==> src/rtl/btc_pkg.sv <==
// Shared types, operation codes and reset constants for the button click tracker.
package btc_pkg;

  localparam int BUTTON_COUNT_DEF = 5;
  localparam int BUTTON_COUNT_MAX = 8;
  localparam int FUNC_W = 3;
  localparam int INDEX_W = 3;
  localparam int TICK_W = 32;
  localparam int CFG_ADDR_W = 4;
  localparam int CFG_DATA_W = 32;

  // Operation codes carried in func
  localparam logic [FUNC_W-1:0] FUNC_EVENT         = 3'd0;
  localparam logic [FUNC_W-1:0] FUNC_HELD          = 3'd1;
  localparam logic [FUNC_W-1:0] FUNC_JUST_RELEASED = 3'd2;
  localparam logic [FUNC_W-1:0] FUNC_JUST_PRESSED  = 3'd3;
  localparam logic [FUNC_W-1:0] FUNC_DOUBLE_CLICK  = 3'd4;
  localparam logic [FUNC_W-1:0] FUNC_CLEAR         = 3'd5;

  // Register indexes on the configuration port
  localparam logic [1:0] REG_MOUSE_ENABLED       = 2'd0;
  localparam logic [1:0] REG_DOUBLE_CLICK_WINDOW = 2'd1;
  localparam logic [1:0] REG_HOLD_WINDOW         = 2'd2;
  localparam logic [1:0] REG_RECENT_WINDOW       = 2'd3;

  // Register reset values
  localparam logic [TICK_W-1:0] DOUBLE_CLICK_WINDOW_RST = 32'd500;
  localparam logic [TICK_W-1:0] HOLD_WINDOW_RST         = 32'd60000;
  localparam logic [TICK_W-1:0] RECENT_WINDOW_RST       = 32'd100;

  typedef enum logic {
    ST_IDLE,
    ST_EXEC
  } ctrl_state_t;

  // Controller to datapath
  typedef struct packed {
    logic load;
    logic do_event;
    logic do_clear;
    logic do_query;
  } dp_cmd_t;

  // Datapath to controller: decoded facts about the held request
  typedef struct packed {
    logic is_event;
    logic is_clear;
    logic is_query;
    logic in_range;
  } dp_status_t;

endpackage

==> src/rtl/btc_ctrl.sv <==
// Controller state machine: sequences capture and execution of one request.
module btc_ctrl (
  input  logic                clk,
  input  logic                rst,
  input  logic                start,
  input  logic                mouse_enabled,
  input  btc_pkg::dp_status_t status,
  output btc_pkg::dp_cmd_t    cmd,
  output logic                busy
);
  import btc_pkg::*;

  ctrl_state_t state;
  ctrl_state_t state_next;

  // Advance state
  always_ff @(posedge clk) begin
    if (rst) begin
      state <= ST_IDLE;
    end else begin
      state <= state_next;
    end
  end

  // Next state
  always_comb begin
    state_next = state;
    case (state)
      ST_IDLE: begin
        if (start) begin
          state_next = ST_EXEC;
        end
      end
      ST_EXEC: begin
        state_next = ST_IDLE;
      end
      default: begin
        state_next = ST_IDLE;
      end
    endcase
  end

  // Drive commands
  always_comb begin
    cmd = '0;
    busy = 1'b0;
    case (state)
      ST_IDLE: begin
        cmd.load = start;
      end
      ST_EXEC: begin
        busy = 1'b1;
        cmd.do_event = status.is_event & status.in_range;
        cmd.do_clear = status.is_clear & status.in_range;
        cmd.do_query = status.is_query & status.in_range & mouse_enabled;
      end
      default: begin
        busy = 1'b0;
      end
    endcase
  end

endmodule

==> src/rtl/btc_dp.sv <==
// Datapath: request register, per-button state, window compares and answer register.
module btc_dp #(
  parameter int BUTTON_COUNT = btc_pkg::BUTTON_COUNT_DEF
) (
  input  logic                         clk,
  input  logic                         rst,
  input  btc_pkg::dp_cmd_t             cmd,
  input  logic [btc_pkg::FUNC_W-1:0]   func,
  input  logic [btc_pkg::INDEX_W-1:0]  button_index,
  input  logic                         pressed,
  input  logic [btc_pkg::TICK_W-1:0]   tick_now,
  input  logic [btc_pkg::TICK_W-1:0]   double_click_window,
  input  logic [btc_pkg::TICK_W-1:0]   hold_window,
  input  logic [btc_pkg::TICK_W-1:0]   recent_window,
  output btc_pkg::dp_status_t          status,
  output logic                         done,
  output logic                         answer
);
  import btc_pkg::*;

  localparam int BIDX_W = (BUTTON_COUNT > 1) ? $clog2(BUTTON_COUNT) : 1;
  localparam logic [INDEX_W:0] COUNT = (INDEX_W + 1)'(BUTTON_COUNT);

  // Held request
  logic [FUNC_W-1:0]  func_q;
  logic [INDEX_W-1:0] index_q;
  logic               pressed_q;
  logic [TICK_W-1:0]  tick_q;

  // Per-button state
  logic [TICK_W-1:0]  last_time  [BUTTON_COUNT];
  logic               released   [BUTTON_COUNT];
  logic               just_press [BUTTON_COUNT];
  logic               dbl_click  [BUTTON_COUNT];

  logic [BIDX_W-1:0]  sel;
  logic [TICK_W-1:0]  t_sel;
  logic               rel_sel;
  logic               jp_sel;
  logic               dc_sel;
  logic [TICK_W-1:0]  window;
  logic [TICK_W-1:0]  limit;
  logic               before_limit;
  logic               hit;
  logic               clear_all;
  logic               clear_jp;
  logic               dbl_next;
  logic               exec_q;

  // Capture request fields
  always_ff @(posedge clk) begin
    if (cmd.load) begin
      func_q    <= func;
      index_q   <= button_index;
      pressed_q <= pressed;
      tick_q    <= tick_now;
    end
  end

  // Decode held request for the controller
  always_comb begin
    status.is_event = (func_q == FUNC_EVENT);
    status.is_clear = (func_q == FUNC_CLEAR);
    status.is_query = (func_q == FUNC_HELD) || (func_q == FUNC_JUST_RELEASED) ||
                      (func_q == FUNC_JUST_PRESSED) || (func_q == FUNC_DOUBLE_CLICK);
    status.in_range = ({1'b0, index_q} < COUNT);
  end

  // Read the addressed button
  assign sel     = index_q[BIDX_W-1:0];
  assign t_sel   = last_time[sel];
  assign rel_sel = released[sel];
  assign jp_sel  = just_press[sel];
  assign dc_sel  = dbl_click[sel];

  // Pick the window for this operation, then one add and compare
  always_comb begin
    case (func_q)
      FUNC_EVENT: window = double_click_window;
      FUNC_HELD:  window = hold_window;
      default:    window = recent_window;
    endcase
  end

  assign limit        = t_sel + window;
  assign before_limit = (tick_q < limit);
  assign dbl_next     = rel_sel & before_limit;

  // Query hit and its side effects
  always_comb begin
    hit       = 1'b0;
    clear_all = 1'b0;
    clear_jp  = 1'b0;
    case (func_q)
      FUNC_HELD: begin
        hit = before_limit & ~rel_sel;
      end
      FUNC_JUST_RELEASED: begin
        hit       = before_limit & rel_sel;
        clear_all = hit;
      end
      FUNC_JUST_PRESSED: begin
        // tick - recent < t, compared on the wrapped difference
        hit      = ((tick_q - recent_window) < t_sel) & ~rel_sel & jp_sel;
        clear_jp = hit;
      end
      FUNC_DOUBLE_CLICK: begin
        hit       = before_limit & dc_sel;
        clear_all = hit;
      end
      default: begin
        hit = 1'b0;
      end
    endcase
  end

  // Update button state
  always_ff @(posedge clk) begin
    if (rst) begin
      for (int i = 0; i < BUTTON_COUNT; i++) begin
        last_time[i]  <= '0;
        released[i]   <= 1'b0;
        just_press[i] <= 1'b0;
        dbl_click[i]  <= 1'b0;
      end
    end else if (cmd.do_event) begin
      dbl_click[sel]  <= dbl_next;
      last_time[sel]  <= tick_q;
      released[sel]   <= ~pressed_q;
      just_press[sel] <= pressed_q;
    end else if (cmd.do_clear || (cmd.do_query && clear_all)) begin
      last_time[sel]  <= '0;
      released[sel]   <= 1'b0;
      just_press[sel] <= 1'b0;
      dbl_click[sel]  <= 1'b0;
    end else if (cmd.do_query && clear_jp) begin
      just_press[sel] <= 1'b0;
    end
  end

  // Track the execute cycle: the cycle after a load
  always_ff @(posedge clk) begin
    if (rst) begin
      exec_q <= 1'b0;
    end else begin
      exec_q <= cmd.load;
    end
  end

  // Register result strobe and answer
  always_ff @(posedge clk) begin
    if (rst) begin
      done   <= 1'b0;
      answer <= 1'b0;
    end else begin
      done   <= exec_q;
      answer <= cmd.do_query & hit;
    end
  end

endmodule

==> src/rtl/button_click_tracker.sv <==
// Top level: configuration registers, controller and datapath of the click tracker.
//
// Usage:
//   Requests enter on func, button_index, pressed and tick_now and are taken
//   at a rising edge where start is high and busy is low. Each request is an
//   event (press or release), one of four queries, or a clear of one button.
//   Every request gives exactly one result: answer with done high for one
//   cycle, registered at the end of the execute state. answer is 0 for events,
//   clears, unused codes, out-of-range buttons and while tracking is off.
//   A request is captured, then executed: the addressed button is read, one
//   32-bit add and compare done and the button written back; busy is high
//   while executing, so no new request is taken until it ends. The result
//   port has no back-pressure; done is a plain strobe. Windows are set over
//   the APB-style port at byte addresses 0, 4, 8, 12 (enable, double-click,
//   hold, recent window); the user must write them only while idle, as the
//   block does not enforce it. A synchronous reset clears all button state
//   and restores the register defaults: disabled, 500, 60000 and 100 ticks.
module button_click_tracker #(
  parameter int BUTTON_COUNT = btc_pkg::BUTTON_COUNT_DEF
) (
  input  logic                            clk,
  input  logic                            rst,
  input  logic                            start,
  output logic                            busy,
  input  logic [btc_pkg::FUNC_W-1:0]      func,
  input  logic [btc_pkg::INDEX_W-1:0]     button_index,
  input  logic                            pressed,
  input  logic [btc_pkg::TICK_W-1:0]      tick_now,
  output logic                            done,
  output logic                            answer,
  input  logic                            psel,
  input  logic                            penable,
  input  logic                            pwrite,
  input  logic [btc_pkg::CFG_ADDR_W-1:0]  paddr,
  input  logic [btc_pkg::CFG_DATA_W-1:0]  pwdata,
  output logic [btc_pkg::CFG_DATA_W-1:0]  prdata,
  output logic                            pready
);
  import btc_pkg::*;

  logic              mouse_enabled;
  logic [TICK_W-1:0] double_click_window;
  logic [TICK_W-1:0] hold_window;
  logic [TICK_W-1:0] recent_window;
  logic [1:0]        reg_index;
  logic              cfg_write;
  dp_cmd_t           cmd;
  dp_status_t        status;

  assign pready    = 1'b1;
  assign reg_index = paddr[CFG_ADDR_W-1:2];
  assign cfg_write = psel & penable & pwrite & pready;

  // Write configuration registers
  always_ff @(posedge clk) begin
    if (rst) begin
      mouse_enabled       <= 1'b0;
      double_click_window <= DOUBLE_CLICK_WINDOW_RST;
      hold_window         <= HOLD_WINDOW_RST;
      recent_window       <= RECENT_WINDOW_RST;
    end else if (cfg_write) begin
      case (reg_index)
        REG_MOUSE_ENABLED:       mouse_enabled       <= pwdata[0];
        REG_DOUBLE_CLICK_WINDOW: double_click_window <= pwdata;
        REG_HOLD_WINDOW:         hold_window         <= pwdata;
        REG_RECENT_WINDOW:       recent_window       <= pwdata;
        default:                 mouse_enabled       <= mouse_enabled;
      endcase
    end
  end

  // Read back configuration registers
  always_comb begin
    case (reg_index)
      REG_MOUSE_ENABLED:       prdata = {{(CFG_DATA_W-1){1'b0}}, mouse_enabled};
      REG_DOUBLE_CLICK_WINDOW: prdata = double_click_window;
      REG_HOLD_WINDOW:         prdata = hold_window;
      REG_RECENT_WINDOW:       prdata = recent_window;
      default:                 prdata = '0;
    endcase
  end

  btc_ctrl u_ctrl (
    .clk           (clk),
    .rst           (rst),
    .start         (start),
    .mouse_enabled (mouse_enabled),
    .status        (status),
    .cmd           (cmd),
    .busy          (busy)
  );

  btc_dp #(
    .BUTTON_COUNT (BUTTON_COUNT)
  ) u_dp (
    .clk                 (clk),
    .rst                 (rst),
    .cmd                 (cmd),
    .func                (func),
    .button_index        (button_index),
    .pressed             (pressed),
    .tick_now            (tick_now),
    .double_click_window (double_click_window),
    .hold_window         (hold_window),
    .recent_window       (recent_window),
    .status              (status),
    .done                (done),
    .answer              (answer)
  );

  // Every taken request executes in the following cycle
  assert property (@(posedge clk) disable iff (rst) (start && !busy) |=> busy)
    else $error("request taken but no execute cycle");

  // Execution is followed in the next cycle by the result strobe, with busy low again
  assert property (@(posedge clk) disable iff (rst) busy |=> (!busy && done))
    else $error("execute cycle without a following result");

  // A result strobe only follows an execute cycle
  assert property (@(posedge clk) disable iff (rst) done |-> $past(busy))
    else $error("result strobe without execution");

  // A set answer only appears with the strobe
  assert property (@(posedge clk) disable iff (rst) answer |-> done)
    else $error("answer set outside a result");

endmodule
==> config.mk <==
export PLATFORM = sky130hd
export DESIGN_NAME = button_click_tracker
export DESIGN_NICKNAME = d
export VERILOG_FILES = /design/src/rtl/btc_pkg.sv /design/src/rtl/btc_ctrl.sv /design/src/rtl/btc_dp.sv /design/src/rtl/button_click_tracker.sv
export SDC_FILE = /design/constraint.sdc
export NUM_CORES = 1
export LEC_CHECK = 0
export ABC_AREA = 1
export BUFFER_PORTS_ARGS = -buffer_cell sky130_fd_sc_hd__buf_2
export CAP_MARGIN = 30
export CORE_ASPECT_RATIO = 0.9
export CORE_MARGIN = 1
export CORE_UTILIZATION = 25
export CTS_CLUSTER_DIAMETER = 200
export DETAILED_ROUTE_END_ITERATION = 12
export GPL_ROUTABILITY_DRIVEN = 0
export PLACE_DENSITY_LB_ADDON = 0.08
export SLEW_MARGIN = 20
export SYNTH_ARGS = -nofsm -noshare
export SYNTH_HDL_FRONTEND = slang
export SYNTH_SLANG_ARGS = --single-unit
==> constraint.sdc <==
create_clock -name clk -period 6.25 [get_ports clk]
set_input_delay 1.5625 -clock clk [delete_from_list [all_inputs] [get_ports clk]]
set_output_delay 1.5625 -clock clk [all_outputs]
set_load 0.02 [all_outputs]
==> impl_results.md <==
- Fin nets: about 3000
- WHS Path Cells: 2
- Worst min path class: flop to flop
- Clk buf depth: 3
- Global Route met3 Usage: 1.93%
- Peak VDD IR: approximately 0.20 mV
- CTS tree: built
- Starting Density: roughly a quarter
- Syn Area/Cell: 9.16 µm²
- Commonest cells after routing, fill and taps aside: nand2_1, nor2_1, edfxtp_1
- Worst rel slew slack: roughly 40%
- Design Power: around 7.5 mW
- Internal: 5.30 mW
- Overall global routing resource usage: 16.6%
- Largest net degree at the start of global routing: 97
- Commonest non-fill, non-tap cell in the layout: nand2_1
- Post-layout instance count excluding filler cells: between 3000 and 4000
- Critical path arrival: 6050 ps
- PortBufs: around 110
- CP required: between 6000 and 7000 ps
- Final setup viols: 0
- Startpoint of the worst register-to-register path: u_dp.func_q[1]
- Clock skew: 21.7 ps
- Reg clk slew, reported paths: approximately 60 ps
- Fmax: 173 MHz
- Fillcell total: between 9000 and 10000
- Status: complete, no violations
- Initial DRC count: roughly 1200
- Element type at the critical path end: flop
- Fin. Hold Viols: 0
- Max-cap violations: 0
- Antenna fix cells: 0
- Vias/cell: roughly 4.7
- DP HPWL: roughly 55000 µm
- Final slew viol count: 0
- GRT met2 Usage: 27.9%
- Worst hold endpoint: double_click_window[1]
- I/O pin cnt: around 120
- Core footprint: 89700 µm²
- Yosys cell types: between 50 and 60
- WS Path Type: flop to flop
- DR WL/cell: ~20 µm
- Die area: ~92000 µm²
- Leakage: 11.2 nW
- Met1 Resource Use GR: 22.4%
- Warnings, synthesis: 0
- Tmin final: roughly 5800 ps
- Highest-delay cell along the critical path: edfxtp_1
- Sequential share of power: between 40% and 50%
- Max FO, Critical Path: 12
- Root Buffer Master: clkbuf_16
- Post-synth EDFFs: between 300 and 400
- Multi-input logic area: between 9000 and 10000 µm²
- Clock share of power: between 30% and 40%
- Placed insts: approximately 3800
- Final worst-path cycle share: between 90% and 100%
- NetSw: roughly 2.2 mW
- Reg2Reg Setup Slack: between 400 and 500 ps
- Global route hottest layer: met2
- Tightest Pin Transition: around 900 ps
- Final setup TNS: 0 ps
- Layout cells sized above 1: between 10% and 20%
- Sequential Area: 11600 µm²
- Vias in the first global route: approximately 18000
- Antenna Nets Post-Route: 0
- RSZ-0062 raised after global routing: false
- Mapped Area: 22700 µm²
- GR Overflow Total: 0
- R2R cell count: 30
- Synth Instances: 2478
- Pwr dens: between 200 and 300 nW/µm²
- Residual DRC count: 0
- DRT Wirelength: 76800 µm
- Startpoint types: flop
- Initial antenna violation count: 1
- First-pass GRT wire length: approximately 110000 µm
- Ys flop type: edfxtp_1
- Vias: approximately 18000
- Ys async rst share: 0%
- Num rows: roughly 100
- Combinational share of power: approximately a fifth
- Total CTS buffers: 52
- Register area share after synthesis: between 50 and 60%
- Cell mode on critical path: a21oi_1
- Layout area overhead: 19.0%
- Worst path max stage delay: ~480 ps
- Worst hold start: double_click_window[1]
- Die width: roughly 320 µm
- DR pass1 iterations: 5
- Die H: approximately 290 µm
- Worst skew pair latency: about 600 ps
- Count of state elements after synthesis: between 400 and 500
- Clk sinks: between 400 and 500
- CTS H-tree depth: 2
- Worst r2r dst: u_dp.last_time[0][31]
- Sw Share: 29.5%
logic make-up (layout without fill, tap and decap cells):
family          after synthesis  in the layout  share of synthesized area [%]
flops                       422            422                           51.3
simple gates                927            927                           17.1
xor+xnor                     59             59                           2.28
fa+ha+maj                   126            126                           7.01
other cells                   2            106                         0.0331
compound gates              593            593                           15.8
buf+inv                     349            524                           6.56
per-layer routing:
layer  up-vias  wire length [µm]
li1       8980                 -
met1      8848             36200
met2       374             35800
met3        99              2890
met4         0              1850
met5         -                 0
Yosys cell counts, drive strengths merged (24+ instances only):
cell type  instances  share of area [%]
a21oi            202                4.5
a32o              34                1.5
buf               39                1.4
clkbuf            79                1.3
dfxtp            103                9.1
edfxtp           319                 42
ha               124                6.8
inv              229                3.8
nand2            479                8.6
nand3             53                1.2
nor2             355                6.2
o21ai            208                4.6
o221ai            66                2.6
o22ai             31               0.85
xnor2             24               0.93
xor2              35                1.4
critical path, delay by kind of cell (launching register included):
| family | cells | cell delay, ps |
|---|---|---|
| DFF | 1 | 480 |
| adders and majority gates | 2 | 630 |
| xor gates and xnor gates | 1 | 190 |
| buffers and inverters | 6 | 1170 |
| AOI/OAI and AO/OA | 10 | 1690 |
| and+or+nand+nor | 11 | 1280 |
worst max path at each step:
stage              startpoint                     to  cells after the start
2_1_floorplan            flop      u_dp.dbl_click[2]                     34
3_3_place_gp   u_dp.func_q[1]  u_dp.last_time[2][26]                     35
3_5_place_dp   u_dp.func_q[1]  u_dp.last_time[2][26]                     35
4_1_cts        u_dp.func_q[1]  u_dp.last_time[2][24]                     35
5_1_grt                  flop  u_dp.last_time[1][24]                     31
6_report       u_dp.func_q[1]  u_dp.last_time[0][31]                     30
flip-flops by register name (all words and copies together), names as in the netlist, 8 cells and up, named ones only:
register,flops
u_dp.dbl_click,8
double_click_window,32
recent_window,32
u_dp.just_press,8
u_dp.tick_q,32
u_dp.released,8
u_dp.last_time,256
hold_window,32
power groups by stage:
stage                     Combinational [mW]  Clock, mW  Sequential (mW)
after floorplan                        0.930          0             3.23
after global placement                  1.42          0             3.26
after detailed placement                1.43          0             3.26
after CTS                               1.44       3.00             3.20
after global routing                    1.61       3.09             3.21
final                                   1.42       2.90             3.20
final cells by class:
cell class / instances / area share (%)
Clock inverter: 23 / 0.648
Inverter: 231 / 3.25
Sequential cell: 422 / 43.1
Clock buffer: 70 / 5.28
Tap cell: 1166 / 5.40
Timing Repair Buffer: 200 / 5.38
Multi-Input combinational cell: 1811 / 36.9
stage by stage:
step           util, %  hold WS [ps]  setup WS, ps  cell area (µm²)
2_1_floorplan        -           444           453            23100
3_3_place_gp      28.3           462           225            25400
3_5_place_dp      28.3           463           195            25400
4_1_cts           30.1           472           176            27000
5_1_grt           30.1           498          1.78            27000
6_report          30.1           480           475            27000
repair_timing:
action	CTS	global route
hold buffers	0	0
buffers inserted	0	2
endpoints found under the setup margin	0	416
gates resized for setup	0	5
(Power assumes the default switching activity.)
